### config.mk
export PLATFORM = sky130hd
export DESIGN_NAME = second_chance_victim_queue_unit_flat
export DESIGN_NICKNAME = d
export VERILOG_FILES = /design/src/scvq_pkg.sv /design/src/scvq_if.sv /design/src/scvq_ctrl.sv /design/src/scvq_dp.sv /design/src/second_chance_victim_queue_unit.sv /design/src/flat_wrapper.sv
export SDC_FILE = /design/constraint.sdc
export NUM_CORES = 2
export LEC_CHECK = 0
export ABC_CLOCK_PERIOD_IN_PS = 11720
export BUFFER_PORTS_ARGS = -buffer_cell sky130_fd_sc_hd__buf_2
export CAP_MARGIN = 20
export CORE_ASPECT_RATIO = 1.5
export CORE_MARGIN = 2
export CORE_UTILIZATION = 45
export CTS_CLUSTER_SIZE = 8
export DETAILED_ROUTE_END_ITERATION = 6
export SLEW_MARGIN = 0
export SYNTH_ARGS = -nofsm -noshare
export SYNTH_HDL_FRONTEND = slang
export SYNTH_SLANG_ARGS = --single-unit
### constraint.sdc
create_clock -name clk -period 11.72 [get_ports clk]
set_input_delay 0 -clock clk [delete_from_list [all_inputs] [get_ports clk]]
set_output_delay 0 -clock clk [all_outputs]
set_load 0.01 [all_outputs]
### src/scvq_pkg.sv
// ----------------------------------------------------------------------------
// scvq_pkg
// Shared types, constants and helpers for the second-chance victim queue.
// ----------------------------------------------------------------------------
package scvq_pkg;

  localparam int QUEUE_DEPTH = 64;
  localparam int NUM_SLOTS   = 64;
  localparam int SLOT_W      = 6;
  localparam int HOLD_W      = 8;
  localparam int OCC_W       = 7;
  localparam int PTR_W       = (QUEUE_DEPTH > 1) ? $clog2(QUEUE_DEPTH) : 1;
  localparam int CNT_W       = $clog2(QUEUE_DEPTH + 1);
  localparam int GUARD_LIM   = 2 * QUEUE_DEPTH + 4;
  localparam int GUARD_W     = $clog2(GUARD_LIM + 1);

  localparam logic [HOLD_W-1:0] HOLD_MAX = '1;

  typedef enum logic [1:0] {
    OP_INSERT  = 2'd0,
    OP_HIT     = 2'd1,
    OP_RELEASE = 2'd2,
    OP_VICTIM  = 2'd3
  } op_t;

  typedef enum logic [3:0] {
    ST_IDLE,
    ST_DECODE,
    ST_HSCAN,
    ST_HTAIL,
    ST_RDEC,
    ST_VREAD,
    ST_VHOLD,
    ST_VDEC,
    ST_FIN
  } state_t;

  typedef struct packed {
    logic latch_in;
    logic set_err;
    logic do_insert;
    logic hold_rd;
    logic scan_start;
    logic scan_step;
    logic hit_tail;
    logic rel_dec;
    logic v_start;
    logic v_read;
    logic v_check;
    logic v_decide;
    logic load_out;
  } cmd_t;

  typedef struct packed {
    op_t  op;
    logic illegal;
    logic q_empty;
    logic scan_done;
    logic v_stop;
    logic v_removed;
    logic out_free;
  } sts_t;

  // circular position: base plus offset, offset at most QUEUE_DEPTH
  function automatic logic [PTR_W-1:0] pos_wrap(logic [PTR_W-1:0] base,
                                                logic [CNT_W-1:0] off);
    logic [CNT_W:0] sum;
    sum = (CNT_W+1)'(base) + (CNT_W+1)'(off);
    if (sum >= (CNT_W+1)'(QUEUE_DEPTH)) begin
      sum = sum - (CNT_W+1)'(QUEUE_DEPTH);
    end
    return sum[PTR_W-1:0];
  endfunction

endpackage

### src/scvq_if.sv
// ----------------------------------------------------------------------------
// scvq_if
// Request and result channels of the victim queue, valid/ready handshake.
// ----------------------------------------------------------------------------
interface scvq_in_if;
  logic                      valid;
  logic                      ready;
  logic [1:0]                operation;
  logic [scvq_pkg::SLOT_W-1:0] slot;

  modport source (output valid, output operation, output slot, input ready);
  modport sink   (input valid, input operation, input slot, output ready);
endinterface

interface scvq_out_if;
  logic                        valid;
  logic                        ready;
  logic                        found;
  logic [scvq_pkg::SLOT_W-1:0] victim_slot;
  logic                        error;
  logic [scvq_pkg::OCC_W-1:0]  occupancy;

  modport source (output valid, output found, output victim_slot, output error,
                  output occupancy, input ready);
  modport sink   (input valid, input found, input victim_slot, input error,
                  input occupancy, output ready);
endinterface

### src/scvq_ctrl.sv
// ----------------------------------------------------------------------------
// scvq_ctrl
// Sequencer: walks each request through decode, scan and rotation steps.
// ----------------------------------------------------------------------------
module scvq_ctrl (
  input  logic           clk,
  input  logic           rst_n,
  input  logic           in_valid,
  output logic           in_ready,
  input  scvq_pkg::sts_t sts,
  output scvq_pkg::cmd_t cmd
);

  scvq_pkg::state_t state_r, state_nxt;

  always_ff @(posedge clk) begin
    if (!rst_n) begin
      state_r <= scvq_pkg::ST_IDLE;
    end else begin
      state_r <= state_nxt;
    end
  end

  always_comb begin
    state_nxt = state_r;
    cmd       = '0;
    in_ready  = 1'b0;
    unique case (state_r)
      scvq_pkg::ST_IDLE: begin
        in_ready = 1'b1;
        if (in_valid) begin
          cmd.latch_in = 1'b1;
          state_nxt    = scvq_pkg::ST_DECODE;
        end
      end
      scvq_pkg::ST_DECODE: begin
        unique case (sts.op)
          scvq_pkg::OP_INSERT: begin
            if (sts.illegal) begin
              cmd.set_err = 1'b1;
            end else begin
              cmd.do_insert = 1'b1;
            end
            state_nxt = scvq_pkg::ST_FIN;
          end
          scvq_pkg::OP_HIT: begin
            if (sts.illegal) begin
              cmd.set_err = 1'b1;
              state_nxt   = scvq_pkg::ST_FIN;
            end else begin
              cmd.hold_rd    = 1'b1;
              cmd.scan_start = 1'b1;
              state_nxt      = scvq_pkg::ST_HSCAN;
            end
          end
          scvq_pkg::OP_RELEASE: begin
            if (sts.illegal) begin
              cmd.set_err = 1'b1;
              state_nxt   = scvq_pkg::ST_FIN;
            end else begin
              cmd.hold_rd = 1'b1;
              state_nxt   = scvq_pkg::ST_RDEC;
            end
          end
          scvq_pkg::OP_VICTIM: begin
            if (sts.q_empty) begin
              state_nxt = scvq_pkg::ST_FIN;
            end else begin
              cmd.v_start = 1'b1;
              state_nxt   = scvq_pkg::ST_VREAD;
            end
          end
          default: state_nxt = scvq_pkg::ST_FIN;
        endcase
      end
      scvq_pkg::ST_HSCAN: begin
        if (sts.scan_done) begin
          state_nxt = scvq_pkg::ST_HTAIL;
        end else begin
          cmd.scan_step = 1'b1;
        end
      end
      scvq_pkg::ST_HTAIL: begin
        cmd.hit_tail = 1'b1;
        state_nxt    = scvq_pkg::ST_FIN;
      end
      scvq_pkg::ST_RDEC: begin
        cmd.rel_dec = 1'b1;
        state_nxt   = scvq_pkg::ST_FIN;
      end
      scvq_pkg::ST_VREAD: begin
        cmd.v_read = 1'b1;
        state_nxt  = scvq_pkg::ST_VHOLD;
      end
      scvq_pkg::ST_VHOLD: begin
        if (sts.v_stop) begin
          state_nxt = scvq_pkg::ST_FIN;
        end else begin
          cmd.v_check = 1'b1;
          state_nxt   = scvq_pkg::ST_VDEC;
        end
      end
      scvq_pkg::ST_VDEC: begin
        cmd.v_decide = 1'b1;
        state_nxt    = sts.v_removed ? scvq_pkg::ST_FIN : scvq_pkg::ST_VREAD;
      end
      scvq_pkg::ST_FIN: begin
        if (sts.out_free) begin
          cmd.load_out = 1'b1;
          state_nxt    = scvq_pkg::ST_IDLE;
        end
      end
      default: state_nxt = scvq_pkg::ST_IDLE;
    endcase
  end

endmodule

### src/scvq_dp.sv
// ----------------------------------------------------------------------------
// scvq_dp
// Datapath: circular order memory, holder count memory, mark flops and the
// result register.
// ----------------------------------------------------------------------------
module scvq_dp (
  input  logic                          clk,
  input  logic                          rst_n,
  input  logic [1:0]                    in_operation,
  input  logic [scvq_pkg::SLOT_W-1:0]   in_slot,
  input  scvq_pkg::cmd_t                cmd,
  output scvq_pkg::sts_t                sts,
  input  logic                          out_ready,
  output logic                          out_valid,
  output logic                          out_found,
  output logic [scvq_pkg::SLOT_W-1:0]   out_victim_slot,
  output logic                          out_error,
  output logic [scvq_pkg::OCC_W-1:0]    out_occupancy
);

  // memories
  logic [scvq_pkg::SLOT_W-1:0] ord_mem  [scvq_pkg::QUEUE_DEPTH];
  logic [scvq_pkg::HOLD_W-1:0] hold_mem [scvq_pkg::NUM_SLOTS];
  logic [scvq_pkg::SLOT_W-1:0] ord_q_r;
  logic [scvq_pkg::HOLD_W-1:0] hold_q_r;

  // queue control
  logic [scvq_pkg::PTR_W-1:0]     head_r, head_nxt;
  logic [scvq_pkg::CNT_W-1:0]     count_r, count_nxt;
  logic [scvq_pkg::NUM_SLOTS-1:0] queued_r, queued_nxt;
  logic [scvq_pkg::NUM_SLOTS-1:0] used_r, used_nxt;

  // request
  scvq_pkg::op_t               op_r, op_nxt;
  logic [scvq_pkg::SLOT_W-1:0] slot_r, slot_nxt;
  logic                        found_r, found_nxt;
  logic [scvq_pkg::SLOT_W-1:0] victim_r, victim_nxt;
  logic                        err_r, err_nxt;

  // hit scan
  logic [scvq_pkg::CNT_W-1:0] idx_r, idx_nxt;
  logic [scvq_pkg::CNT_W-1:0] proc_r, proc_nxt;
  logic                       pend_r, pend_nxt;
  logic                       hfound_r, hfound_nxt;

  // victim rotation
  logic                        vfirst_r, vfirst_nxt;
  logic                        laps_r, laps_nxt;
  logic [scvq_pkg::GUARD_W-1:0] guard_r, guard_nxt;
  logic [scvq_pkg::SLOT_W-1:0] first_r, first_nxt;
  logic [scvq_pkg::SLOT_W-1:0] cur_r, cur_nxt;

  // result register
  logic                        ovalid_r, ovalid_nxt;
  logic                        ofound_r, ofound_nxt;
  logic [scvq_pkg::SLOT_W-1:0] ovictim_r, ovictim_nxt;
  logic                        oerr_r, oerr_nxt;
  logic [scvq_pkg::OCC_W-1:0]  oocc_r, oocc_nxt;

  // memory ports
  logic                        ord_re, ord_we;
  logic [scvq_pkg::PTR_W-1:0]  ord_raddr, ord_waddr;
  logic [scvq_pkg::CNT_W-1:0]  ord_woff;
  logic [scvq_pkg::SLOT_W-1:0] ord_wdata;
  logic                        hold_re, hold_we;
  logic [scvq_pkg::SLOT_W-1:0] hold_raddr, hold_waddr;
  logic [scvq_pkg::HOLD_W-1:0] hold_wdata;

  logic scan_more;
  logic v_used;
  logic v_remove;

  assign scan_more = idx_r < count_r;
  assign v_used    = used_r[cur_r];
  assign v_remove  = !v_used && (hold_q_r == scvq_pkg::HOLD_W'(1));

  // status
  always_comb begin
    sts.op = op_r;
    unique case (op_r)
      scvq_pkg::OP_INSERT:  sts.illegal = queued_r[slot_r] ||
                                          (count_r == scvq_pkg::CNT_W'(scvq_pkg::QUEUE_DEPTH));
      scvq_pkg::OP_HIT:     sts.illegal = !queued_r[slot_r];
      scvq_pkg::OP_RELEASE: sts.illegal = !queued_r[slot_r];
      scvq_pkg::OP_VICTIM:  sts.illegal = 1'b0;
      default:              sts.illegal = 1'b0;
    endcase
    sts.q_empty   = (count_r == '0);
    sts.scan_done = (idx_r == count_r) && !pend_r;
    // lap limit: first head entry back at the head a second time, or guard count at GUARD_LIM
    sts.v_stop    = !vfirst_r &&
                    (((ord_q_r == first_r) && laps_r) ||
                     (guard_r >= scvq_pkg::GUARD_W'(scvq_pkg::GUARD_LIM)));
    sts.v_removed = v_remove;
    sts.out_free  = !ovalid_r || out_ready;
  end

  // order memory ports
  always_comb begin
    ord_re    = (cmd.scan_step && scan_more) || cmd.v_read;
    ord_raddr = scvq_pkg::pos_wrap(head_r, cmd.v_read ? '0 : idx_r);
    ord_we    = 1'b0;
    ord_woff  = count_r;
    ord_wdata = slot_r;
    if (cmd.do_insert) begin
      ord_we = 1'b1;
    end
    // entries behind the hit slot move one place toward the head
    if (cmd.scan_step && pend_r && hfound_r) begin
      ord_we    = 1'b1;
      ord_woff  = proc_r - scvq_pkg::CNT_W'(1);
      ord_wdata = ord_q_r;
    end
    if (cmd.hit_tail) begin
      ord_we   = 1'b1;
      ord_woff = count_r - scvq_pkg::CNT_W'(1);
    end
    if (cmd.v_decide && !v_remove) begin
      ord_we    = 1'b1;
      ord_wdata = cur_r;
    end
    ord_waddr = scvq_pkg::pos_wrap(head_r, ord_woff);
  end

  // holder memory ports
  always_comb begin
    hold_re    = cmd.hold_rd || cmd.v_check;
    hold_raddr = cmd.v_check ? ord_q_r : slot_r;
    hold_we    = 1'b0;
    hold_waddr = slot_r;
    hold_wdata = scvq_pkg::HOLD_W'(1);
    if (cmd.do_insert) begin
      hold_we = 1'b1;
    end
    if (cmd.hit_tail) begin
      hold_we    = 1'b1;
      hold_wdata = (hold_q_r == scvq_pkg::HOLD_MAX) ? hold_q_r
                                                    : hold_q_r + scvq_pkg::HOLD_W'(1);
    end
    if (cmd.rel_dec && (hold_q_r != '0)) begin
      hold_we    = 1'b1;
      hold_wdata = hold_q_r - scvq_pkg::HOLD_W'(1);
    end
    if (cmd.v_decide && v_remove) begin
      hold_we    = 1'b1;
      hold_waddr = cur_r;
      hold_wdata = '0;
    end
  end

  always_ff @(posedge clk) begin
    if (ord_we) begin
      ord_mem[ord_waddr] <= ord_wdata;
    end
    if (ord_re) begin
      ord_q_r <= ord_mem[ord_raddr];
    end
  end

  always_ff @(posedge clk) begin
    if (hold_we) begin
      hold_mem[hold_waddr] <= hold_wdata;
    end
    if (hold_re) begin
      hold_q_r <= hold_mem[hold_raddr];
    end
  end

  // next state
  always_comb begin
    head_nxt    = head_r;
    count_nxt   = count_r;
    queued_nxt  = queued_r;
    used_nxt    = used_r;
    op_nxt      = op_r;
    slot_nxt    = slot_r;
    found_nxt   = found_r;
    victim_nxt  = victim_r;
    err_nxt     = err_r;
    idx_nxt     = idx_r;
    proc_nxt    = proc_r;
    pend_nxt    = pend_r;
    hfound_nxt  = hfound_r;
    vfirst_nxt  = vfirst_r;
    laps_nxt    = laps_r;
    guard_nxt   = guard_r;
    first_nxt   = first_r;
    cur_nxt     = cur_r;
    ovalid_nxt  = ovalid_r;
    ofound_nxt  = ofound_r;
    ovictim_nxt = ovictim_r;
    oerr_nxt    = oerr_r;
    oocc_nxt    = oocc_r;

    if (cmd.latch_in) begin
      op_nxt     = scvq_pkg::op_t'(in_operation);
      slot_nxt   = in_slot;
      found_nxt  = 1'b0;
      victim_nxt = '0;
      err_nxt    = 1'b0;
    end
    if (cmd.set_err) begin
      err_nxt = 1'b1;
    end
    if (cmd.do_insert) begin
      count_nxt          = count_r + scvq_pkg::CNT_W'(1);
      queued_nxt[slot_r] = 1'b1;
      used_nxt[slot_r]   = 1'b0;
    end
    if (cmd.scan_start) begin
      idx_nxt    = '0;
      pend_nxt   = 1'b0;
      hfound_nxt = 1'b0;
    end
    if (cmd.scan_step) begin
      if (scan_more) begin
        idx_nxt  = idx_r + scvq_pkg::CNT_W'(1);
        proc_nxt = idx_r;
        pend_nxt = 1'b1;
      end else begin
        pend_nxt = 1'b0;
      end
      if (pend_r && !hfound_r && (ord_q_r == slot_r)) begin
        hfound_nxt = 1'b1;
      end
    end
    if (cmd.hit_tail) begin
      used_nxt[slot_r] = 1'b1;
    end
    if (cmd.v_start) begin
      vfirst_nxt = 1'b1;
      laps_nxt   = 1'b0;
      guard_nxt  = '0;
    end
    if (cmd.v_check) begin
      cur_nxt    = ord_q_r;
      vfirst_nxt = 1'b0;
      if (vfirst_r) begin
        first_nxt = ord_q_r;
      end else begin
        laps_nxt  = laps_r || (ord_q_r == first_r);
        guard_nxt = guard_r + scvq_pkg::GUARD_W'(1);
      end
    end
    if (cmd.v_decide) begin
      // head entry leaves the head; unless removed it is written at the tail
      head_nxt = scvq_pkg::pos_wrap(head_r, scvq_pkg::CNT_W'(1));
      if (v_used) begin
        used_nxt[cur_r] = 1'b0;
      end
      if (v_remove) begin
        queued_nxt[cur_r] = 1'b0;
        count_nxt         = count_r - scvq_pkg::CNT_W'(1);
        found_nxt         = 1'b1;
        victim_nxt        = cur_r;
      end
    end
    if (cmd.load_out) begin
      ovalid_nxt  = 1'b1;
      ofound_nxt  = found_r;
      ovictim_nxt = victim_r;
      oerr_nxt    = err_r;
      oocc_nxt    = scvq_pkg::OCC_W'(count_r);
    end else if (out_ready) begin
      ovalid_nxt = 1'b0;
    end
  end

  always_ff @(posedge clk) begin
    if (!rst_n) begin
      head_r   <= '0;
      count_r  <= '0;
      queued_r <= '0;
      used_r   <= '0;
      pend_r   <= 1'b0;
      ovalid_r <= 1'b0;
    end else begin
      head_r   <= head_nxt;
      count_r  <= count_nxt;
      queued_r <= queued_nxt;
      used_r   <= used_nxt;
      pend_r   <= pend_nxt;
      ovalid_r <= ovalid_nxt;
    end
  end

  always_ff @(posedge clk) begin
    op_r      <= op_nxt;
    slot_r    <= slot_nxt;
    found_r   <= found_nxt;
    victim_r  <= victim_nxt;
    err_r     <= err_nxt;
    idx_r     <= idx_nxt;
    proc_r    <= proc_nxt;
    hfound_r  <= hfound_nxt;
    vfirst_r  <= vfirst_nxt;
    laps_r    <= laps_nxt;
    guard_r   <= guard_nxt;
    first_r   <= first_nxt;
    cur_r     <= cur_nxt;
    ofound_r  <= ofound_nxt;
    ovictim_r <= ovictim_nxt;
    oerr_r    <= oerr_nxt;
    oocc_r    <= oocc_nxt;
  end

  assign out_valid       = ovalid_r;
  assign out_found       = ofound_r;
  assign out_victim_slot = ovictim_r;
  assign out_error       = oerr_r;
  assign out_occupancy   = oocc_r;

endmodule

### src/second_chance_victim_queue_unit.sv
// ----------------------------------------------------------------------------
// second_chance_victim_queue_unit
// Second-chance recency queue of cache slots with victim selection.
// ----------------------------------------------------------------------------
// one request at a time; a new request is taken once the previous result is
// in the output register. insert, release and illegal requests need no scan.
// hit walks the order memory one entry a cycle to close the gap. victim
// takes each head entry through order read, holder read and decision, at
// most 2 * occupancy entries, and the search may give up without a victim.
// synchronous reset empties the queue.
module second_chance_victim_queue_unit (
  input logic        clk,
  input logic        rst_n,
  scvq_in_if.sink    in_ch,
  scvq_out_if.source out_ch
);

  scvq_pkg::cmd_t cmd;
  scvq_pkg::sts_t sts;
  logic           in_ready;

  assign in_ch.ready = in_ready;

  scvq_ctrl u_ctrl (
    .clk      (clk),
    .rst_n    (rst_n),
    .in_valid (in_ch.valid),
    .in_ready (in_ready),
    .sts      (sts),
    .cmd      (cmd)
  );

  scvq_dp u_dp (
    .clk             (clk),
    .rst_n           (rst_n),
    .in_operation    (in_ch.operation),
    .in_slot         (in_ch.slot),
    .cmd             (cmd),
    .sts             (sts),
    .out_ready       (out_ch.ready),
    .out_valid       (out_ch.valid),
    .out_found       (out_ch.found),
    .out_victim_slot (out_ch.victim_slot),
    .out_error       (out_ch.error),
    .out_occupancy   (out_ch.occupancy)
  );

endmodule

### src/flat_wrapper.sv
// flat-port wrapper written by rule: the top's interface ports become plain ports
module second_chance_victim_queue_unit_flat 
  (clk, rst_n, in_ch_valid, in_ch_operation, in_ch_slot, in_ch_ready, out_ch_valid, out_ch_found, out_ch_victim_slot, out_ch_error, out_ch_occupancy, out_ch_ready);
  scvq_in_if in_ch_i ();
  scvq_out_if out_ch_i ();
  input logic clk;
  input logic rst_n;
  input wire logic [$bits(in_ch_i.valid)-1:0] in_ch_valid;
  input wire logic [$bits(in_ch_i.operation)-1:0] in_ch_operation;
  input wire logic [$bits(in_ch_i.slot)-1:0] in_ch_slot;
  output wire logic [$bits(in_ch_i.ready)-1:0] in_ch_ready;
  output wire logic [$bits(out_ch_i.valid)-1:0] out_ch_valid;
  output wire logic [$bits(out_ch_i.found)-1:0] out_ch_found;
  output wire logic [$bits(out_ch_i.victim_slot)-1:0] out_ch_victim_slot;
  output wire logic [$bits(out_ch_i.error)-1:0] out_ch_error;
  output wire logic [$bits(out_ch_i.occupancy)-1:0] out_ch_occupancy;
  input wire logic [$bits(out_ch_i.ready)-1:0] out_ch_ready;
  assign in_ch_i.valid = in_ch_valid;
  assign in_ch_i.operation = in_ch_operation;
  assign in_ch_i.slot = in_ch_slot;
  assign in_ch_ready = in_ch_i.ready;
  assign out_ch_valid = out_ch_i.valid;
  assign out_ch_found = out_ch_i.found;
  assign out_ch_victim_slot = out_ch_i.victim_slot;
  assign out_ch_error = out_ch_i.error;
  assign out_ch_occupancy = out_ch_i.occupancy;
  assign out_ch_i.ready = out_ch_ready;
  second_chance_victim_queue_unit u_core (.clk(clk), .rst_n(rst_n), .in_ch(in_ch_i), .out_ch(out_ch_i));
endmodule
Word-level counts from Yosys, hierarchy flattened --
Memory sizes are Yosys's and may differ from the RTL's. A register that Yosys moved wholly into a read port is not among the register bits. Cells that the tools add are included.
Operators by class: $lt $le $gt $ge 9, reductions and logical operators 39, $add $sub $neg 13, bitwise logic cells 7, eq/ne operators 20, mux-type cells 101
Operators with widths (count):
- 64-bit two-way mux | 7
- 64-bit AND | 3
- 64-bit inverter | 2
- 64-bit bitwise OR | 2
- 7-bit two-way mux | 9
- 6-bit two-way mux | 10
- 8-bit two-way mux | 7
- 1-bit two-way mux | 50
- 4-bit two-way mux | 9
- 4-bit one-hot mux with 8 select lines | 1
- 6-bit by 1-bit subtractor with 6-bit output (second input constant) | 3
- 6-bit by 7-bit adder with 8-bit output | 2
- 8-bit by 1-bit adder with 8-bit output (second input constant) | 2
- 4-bit by 3-bit == test with 1-bit output (second input constant) | 4
- 8-bit by 7-bit greater-or-equal comparator with 1-bit output (second input constant) | 2
- 4-bit one-hot mux with 4 select lines | 1
- 7-bit by 1-bit adder with 7-bit output (second input constant) | 2
- 1-bit logical AND | 14
- 6-bit by 7-bit less-than comparator with 1-bit output (second input constant) | 2
- 7-bit by 1-bit subtractor with 7-bit output (second input constant) | 2
- 1-bit binary-select mux with 6-bit select | 2
- 1-bit demux with 6-bit select | 2
- 6-bit == test | 2
- 6-bit by 1-bit greater-or-equal comparator with 1-bit output (second input constant) | 2
- other kinds (30) | 47
Word-level totals: bits in writable memories 896, memories kept 2, register bits 215
Memories:
- u_core.u_dp.hold_mem | depth 64, bits a word 8, rd ports 1, clocked after memory_dff 1, wr ports 1, line scvq_dp.sv:23 | logic [scvq_pkg::HOLD_W-1:0] hold_mem [scvq_pkg::NUM_SLOTS];
- u_core.u_dp.ord_mem | depth 64, bits a word 6, rd ports 1, clocked after memory_dff 1, wr ports 1, line scvq_dp.sv:22 | logic [scvq_pkg::SLOT_W-1:0] ord_mem [scvq_pkg::QUEUE_DEPTH];

Longest topological paths before layout --
depth after elaboration 13, mapped depth 17

Modules after synthesis --
From an unflattened synthesis, not the netlist that was laid out.
Second synthesis, totals: cells, all modules 3092, area, all modules 47406.7 um^2
Modules (own cells, without submodules):
- scvq_dp | seq. area each 31940.6 um^2, times used 1, cells each 3025, area each 46898.7 um^2
- scvq_ctrl | seq. area each 80.1 um^2, times used 1, cells each 67, area each 508.0 um^2

Worst setup path after synthesis --
Ideal clock, no wire load.
path kind reg2reg, start register u_core.u_dp.cur_r[0] in the netlist's numbering, end memory u_core.u_dp.hold_mem[0][0] in the netlist's numbering, data pin, arrival time 4.288 ns, slack 6.750 ns, setup time 0.681 ns, cell stages (with the launch flop) 9, period minus slack after synthesis 4.970 ns, cells stage by stage edfxtp_1 -> buf_4 -> nand2b_1 -> mux4_2 -> a31o_2 -> nand4_2 -> nor4b_4 -> clkbuf_1 -> nor3_1
On the way: word-level cells in the longest chain between the ends 6
RTL lines:
- start, declared | line scvq_dp.sv:51 | logic [scvq_pkg::SLOT_W-1:0] cur_r, cur_nxt;
- start signal, assigned | line scvq_dp.sv:300 | cur_r <= cur_nxt;
- 1-bit binary-select mux with 6-bit select | line scvq_dp.sv:74 | assign v_used = used_r[cur_r];
- 1-bit two-way mux (not written as such) | line scvq_dp.sv:74
- 1-bit logical NOT | line scvq_dp.sv:75 | assign v_remove = !v_used && (hold_q_r == scvq_pkg::HOLD_W'(1));
- 1-bit logical AND | line scvq_dp.sv:75
- 1-bit logical AND | line scvq_dp.sv:144 | if (cmd.v_decide && v_remove) begin
- 8-bit two-way mux | line scvq_dp.sv:144
- net u_core.u_dp.hold_wdata (one bit) | line scvq_dp.sv:67 | logic [scvq_pkg::HOLD_W-1:0] hold_wdata;
- end, declared | line scvq_dp.sv:23
The timed path passes the listed nets, and every way through them passes these cells. The select of a mux whose other input is x is not followed.

Final worst setup path --
start register u_core.u_ctrl.state_r[1], end memory u_core.u_dp.ord_mem[8][3] in the netlist's numbering (enable)
On the way: word-level cells in the longest chain between the ends 9
RTL lines:
- start, declared | line scvq_ctrl.sv:14 | scvq_pkg::state_t state_r, state_nxt;
- start signal, assigned | line scvq_ctrl.sv:18 | state_r <= scvq_pkg::ST_IDLE;
- start signal, assigned | line scvq_ctrl.sv:20 | state_r <= state_nxt;
- 4-bit by 2-bit == test with 1-bit output | line scvq_ctrl.sv:28 | unique case (state_r)
- 1-bit two-way mux | line scvq_ctrl.sv:28
- 1-bit logical AND (2 in series) | line scvq_dp.sv:109 | if (cmd.scan_step && pend_r && hfound_r) begin
- 7-bit two-way mux or 1-bit two-way mux (tied branches) | line scvq_dp.sv:109
- 7-bit two-way mux or 1-bit two-way mux (tied branches) | line scvq_dp.sv:114 | if (cmd.hit_tail) begin
- 6-bit by 7-bit adder with 8-bit output or 1-bit two-way mux (tied branches) | line scvq_pkg.sv:68, scvq_dp.sv:118
- 8-bit by 7-bit greater-or-equal comparator with 1-bit output, or another cell as far along | line scvq_pkg.sv:69 | if (sum >= (CNT_W+1)'(QUEUE_DEPTH)) begin
- 6-bit two-way mux or 1-bit two-way mux (tied branches) | line scvq_pkg.sv:69, scvq_dp.sv:153
- end, declared | line scvq_dp.sv:22
Several ways; a longest one is shown, not always the timed one.

==> impl_results.rst <==
.. list-table::
   :header-rows: 1

   * - Metric
     - Value
   * - Initial Util
     - 45.4%
   * - Total of max-cap violations
     - 0
   * - Critical path class
     - flop to flop
   * - Post-Route Hold Slack
     - 0.229 ns
   * - Proportion of netlist area held by the largest area contributor
     - between 60% and 70%
   * - Min-Delay Path Depth
     - 4
   * - Relative contribution of combinational cells to total power
     - 6.3%
   * - Reported leakage power
     - ~0.018 µW
   * - Area added between synthesis and finish
     - 13.5%
   * - Sequential power share
     - 48.7%
   * - Final setup violation count
     - 0
   * - 1st-pass router iterations
     - 5
   * - Number of vias per cell
     - 6.10
   * - Switching power
     - 2100 µW
   * - # DRC
     - 0
   * - Pin count of the biggest net entering global routing
     - 133
   * - DP Area
     - ~50000 µm²
   * - Crit path capture type
     - flop
   * - Cell area power density
     - 169 nW/µm²
   * - Share of synthesized area occupied by flip-flops and latches
     - 67.6%
   * - Post-CTS setup buffer count
     - 0
   * - Cell Area, Synth
     - 47400 µm²
   * - Setup repair after global routing missed its margin
     - no
   * - Maximum fanout along the worst path
     - 16
   * - Switching Share
     - 23.1%
   * - Worst setup skew after layout
     - 0.0532 ns
   * - Initial antenna violation count
     - 6
   * - Setup tns final
     - 0 ns
   * - Synth top area cells
     - sky130_fd_sc_hd__edfxtp_1 60%, sky130_fd_sc_hd__dfxtp_1 7.3%, sky130_fd_sc_hd__mux4_2 6.4%
   * - Post-synthesis average cell area
     - 15.0 µm²
   * - Cell internal power dissipation
     - 6990 µW
   * - Number of placement rows
     - about 150
   * - Via count of the first global-routing pass
     - ~29000
   * - Number of distinct library cells after synthesis
     - 88
   * - Run status
     - finished, final reports clean
   * - Maximum frequency from static timing analysis
     - approximately 190 MHz
   * - Area of the die
     - around 110000 µm²
   * - Relative max-transition margin
     - 21.8%
   * - All-Layer GR Usage
     - about a quarter
   * - Deepest level of the CTS H-tree
     - 4
   * - CORE AREA
     - between 100000 and 150000 µm²
   * - First-pass GRT wire length
     - about 190000 µm
   * - Via count
     - 28600
   * - Detailed placer's ending HPWL
     - 82400 µm
   * - Number of synthesized flops with an enable pin
     - 951
   * - Number of warnings printed during yosys synthesis
     - 0
   * - Worst hold-check path type
     - input port to flop
   * - Flip-flop and latch count after synthesis
     - about 1100
   * - Post-route minimum period
     - 5.37 ns
   * - Part of the cycle the worst path needs
     - 45.8%
   * - TritonCTS buffer count
     - between 150 and 200
   * - Total wirelength of the detailed-routed design
     - 130000 µm
   * - Root Driver
     - sky130_fd_sc_hd__clkbuf_16
   * - Setup WS pre-CTS
     - 6.40 ns
   * - Clk sinks
     - 1124
   * - Die Span Y
     - 401 µm
   * - Final worst slack
     - 6.35 ns
   * - Port-buffer cells
     - 28
   * - Synth top cells by count
     - 951 x sky130_fd_sc_hd__edfxtp_1, 296 x sky130_fd_sc_hd__mux2i_1, 282 x sky130_fd_sc_hd__nor2_1, 173 x sky130_fd_sc_hd__dfxtp_1, 134 x sky130_fd_sc_hd__mux4_2
   * - Final GP Congestion
     - 0.914
   * - Number of DRC markers in iteration 0
     - 2750
   * - Count of endpoints failing hold in the final timing report
     - 0
   * - Most frequently used flop master after synthesis
     - sky130_fd_sc_hd__edfxtp_1
   * - Worst IR Drop VDD
     - 0.114 mV
   * - Fraction of final layout cells sized beyond drive strength 1
     - 16.8%
   * - Worst Path Arrival
     - 5.75 ns
   * - Most used standard cell by instance count after synthesis
     - sky130_fd_sc_hd__edfxtp_1
   * - Count of final max-slew check failures
     - 0
   * - Number of nets in the finished design
     - about 3300
   * - Cell count of the worst reg-to-reg path
     - 14
   * - Total nets after synthesis
     - 3207
   * - Final design utilization
     - 51.6%
   * - Clock tree from TritonCTS
     - yes
   * - Clock group share of total power
     - between 40% and 50%
   * - Clock transition at the registers of the reported paths
     - 0.05 ns
   * - CP Data Required Time
     - 12.10 ns
   * - Remaining antenna violation count
     - 0
   * - I/O pin count
     - 29
   * - Total overflow reported by the global router
     - 0
   * - Wire length per cell
     - 27.6 µm
   * - Startpoint kind of the worst setup timing path
     - flop
   * - Worst Max-Slew Pin Slew
     - between 1 and 1.5 ns
   * - Clk Latency, worst-skew pair
     - 0.78 ns
   * - CTS max path bufs
     - 3
   * - Die X-Extent
     - 269 µm
   * - Area leader, netlist
     - sky130_fd_sc_hd__edfxtp_1
   * - Post-synthesis async set-or-reset flop share
     - 0%
   * - Filler instances
     - between 8000 and 9000
   * - Post-layout instance area
     - between 50000 and 60000 µm²
   * - Synthesized instance count
     - 3161
-- cell usage in the layout (no fill, tap or decap), drive strengths merged, types with 41 or more instances in the layout --
cell | Yosys | routed
edfxtp | 951 | 951
mux2i | 296 | 296
nor2 | 283 | 283
clkbuf | 124 | 198
dfxtp | 173 | 173
mux4 | 134 | 134
o22ai | 133 | 133
nand2 | 132 | 132
o21ai | 121 | 121
a21oi | 100 | 100
buf | 82 | 100
nor3 | 58 | 58
a31oi | 53 | 53
inv | 36 | 43
o221a | 41 | 41
o221ai | 41 | 41
-- cell families after synthesis --
kind of cell	count (synthesis)	share of synthesized area, %
compound gates	596	8.57
xor+xnor	44	0.813
fa+ha+maj	34	0.930
buf+inv	243	2.29
flops	1124	67.6
mux	434	12.7
simple gates	686	7.08
-- power groups by stage --
stage	registers (µW)	logic, µW	clock network (µW)
finish	4420	574	4090
global route	4420	604	4310
CTS	4420	574	4150
detailed placement	4490	569	0
global placement	4490	563	0
floorplan	4480	349	0
-- registers in the layout (all words and copies together) (netlist names), 7 cells and up --
| register | flops |
|---|---|
| u_core.u_dp.used_r | 64 |
| u_core.u_dp.count_r | 7 |
| u_core.u_dp.out_occupancy | 7 |
| u_core.u_dp.idx_r | 7 |
| u_core.u_dp.ord_mem | 384 |
| u_core.u_dp.guard_r | 8 |
| u_core.u_dp.hold_mem | 512 |
| u_core.u_dp.queued_r | 64 |
| u_core.u_dp.hold_q_r | 8 |
-- critical path, cell delays in order, from the launching register on --
cell	delay [ns]
sky130_fd_sc_hd__dfxtp_1	0.51
sky130_fd_sc_hd__nor4b_1	0.63
sky130_fd_sc_hd__nand3_1	0.69
sky130_fd_sc_hd__and2_1	0.43
sky130_fd_sc_hd__o21bai_1	0.18
sky130_fd_sc_hd__a21oi_1	0.20
sky130_fd_sc_hd__ha_1	0.31
sky130_fd_sc_hd__a21oi_1	0.34
sky130_fd_sc_hd__o21bai_1	0.10
sky130_fd_sc_hd__a21oi_1	0.20
sky130_fd_sc_hd__xnor2_1	0.20
sky130_fd_sc_hd__xnor2_1	0.18
sky130_fd_sc_hd__nor2_1	0.35
sky130_fd_sc_hd__nand3_4	0.18
sky130_fd_sc_hd__nor2_1	0.48
-- final cells by class --
type	instances	area [µm²]	share of cell area, %
repair buffers	132	978	1.82
clock inverters	15	328	0.609
diodes	4	10.0	0.0186
flip-flops and latches	1124	32000	59.5
multi-input cells	1794	14500	27.0
well taps	1396	1750	3.25
clock buffers	185	4060	7.54
inverters	37	139	0.258
-- what timing repair did --
| item | 4_1_cts | 5_1_grt |
|---|---|---|
| hold buffers | 19 | 0 |
| endpoints found under the hold margin | 84 | 0 |
| gates resized for setup | 0 | 0 |
-- layer usage --
layer | vias to the layer above | track usage (%) | routed length, µm
li1 | 12600 | - | -
met1 | 14600 | 28.5 | 48600
met2 | 1153 | 41.9 | 67000
met3 | 317 | 4.48 | 7780
met4 | 6 | 11.8 | 6130
met5 | - | 0 | 38
-- metrics by stage --
stage	total power, µW	std cells
final	9090	4687
after global routing	9340	4683
after CTS	9150	4660
after detailed placement	5060	4441
after global placement	5060	4426
after floorplan	4830	3161
-- path summary, 6_finish.rpt --
| path | from | endpoint | slack [ns] |
|---|---|---|---|
| worst max-delay path | u_core.u_ctrl.state_r[1]$_SDFFE_PN0P_ | u_core.u_dp.ord_mem[8][3]$_DFFE_PP_ | 6.35 |
| worst min-delay path | in_ch_valid | u_core.u_ctrl.state_r[0]$_SDFFE_PN0P_ | 0.23 |
| worst max register to register | u_core.u_ctrl.state_r[1]$_SDFFE_PN0P_ | u_core.u_dp.ord_mem[8][3]$_DFFE_PP_ | 6.35 |
| worst min register to register | u_core.u_dp.victim_r[3]$_DFF_P_ | u_core.u_dp.out_victim_slot[3]$_DFFE_PP_ | 0.43 |
Note: power is estimated with default switching activity, not from simulation.
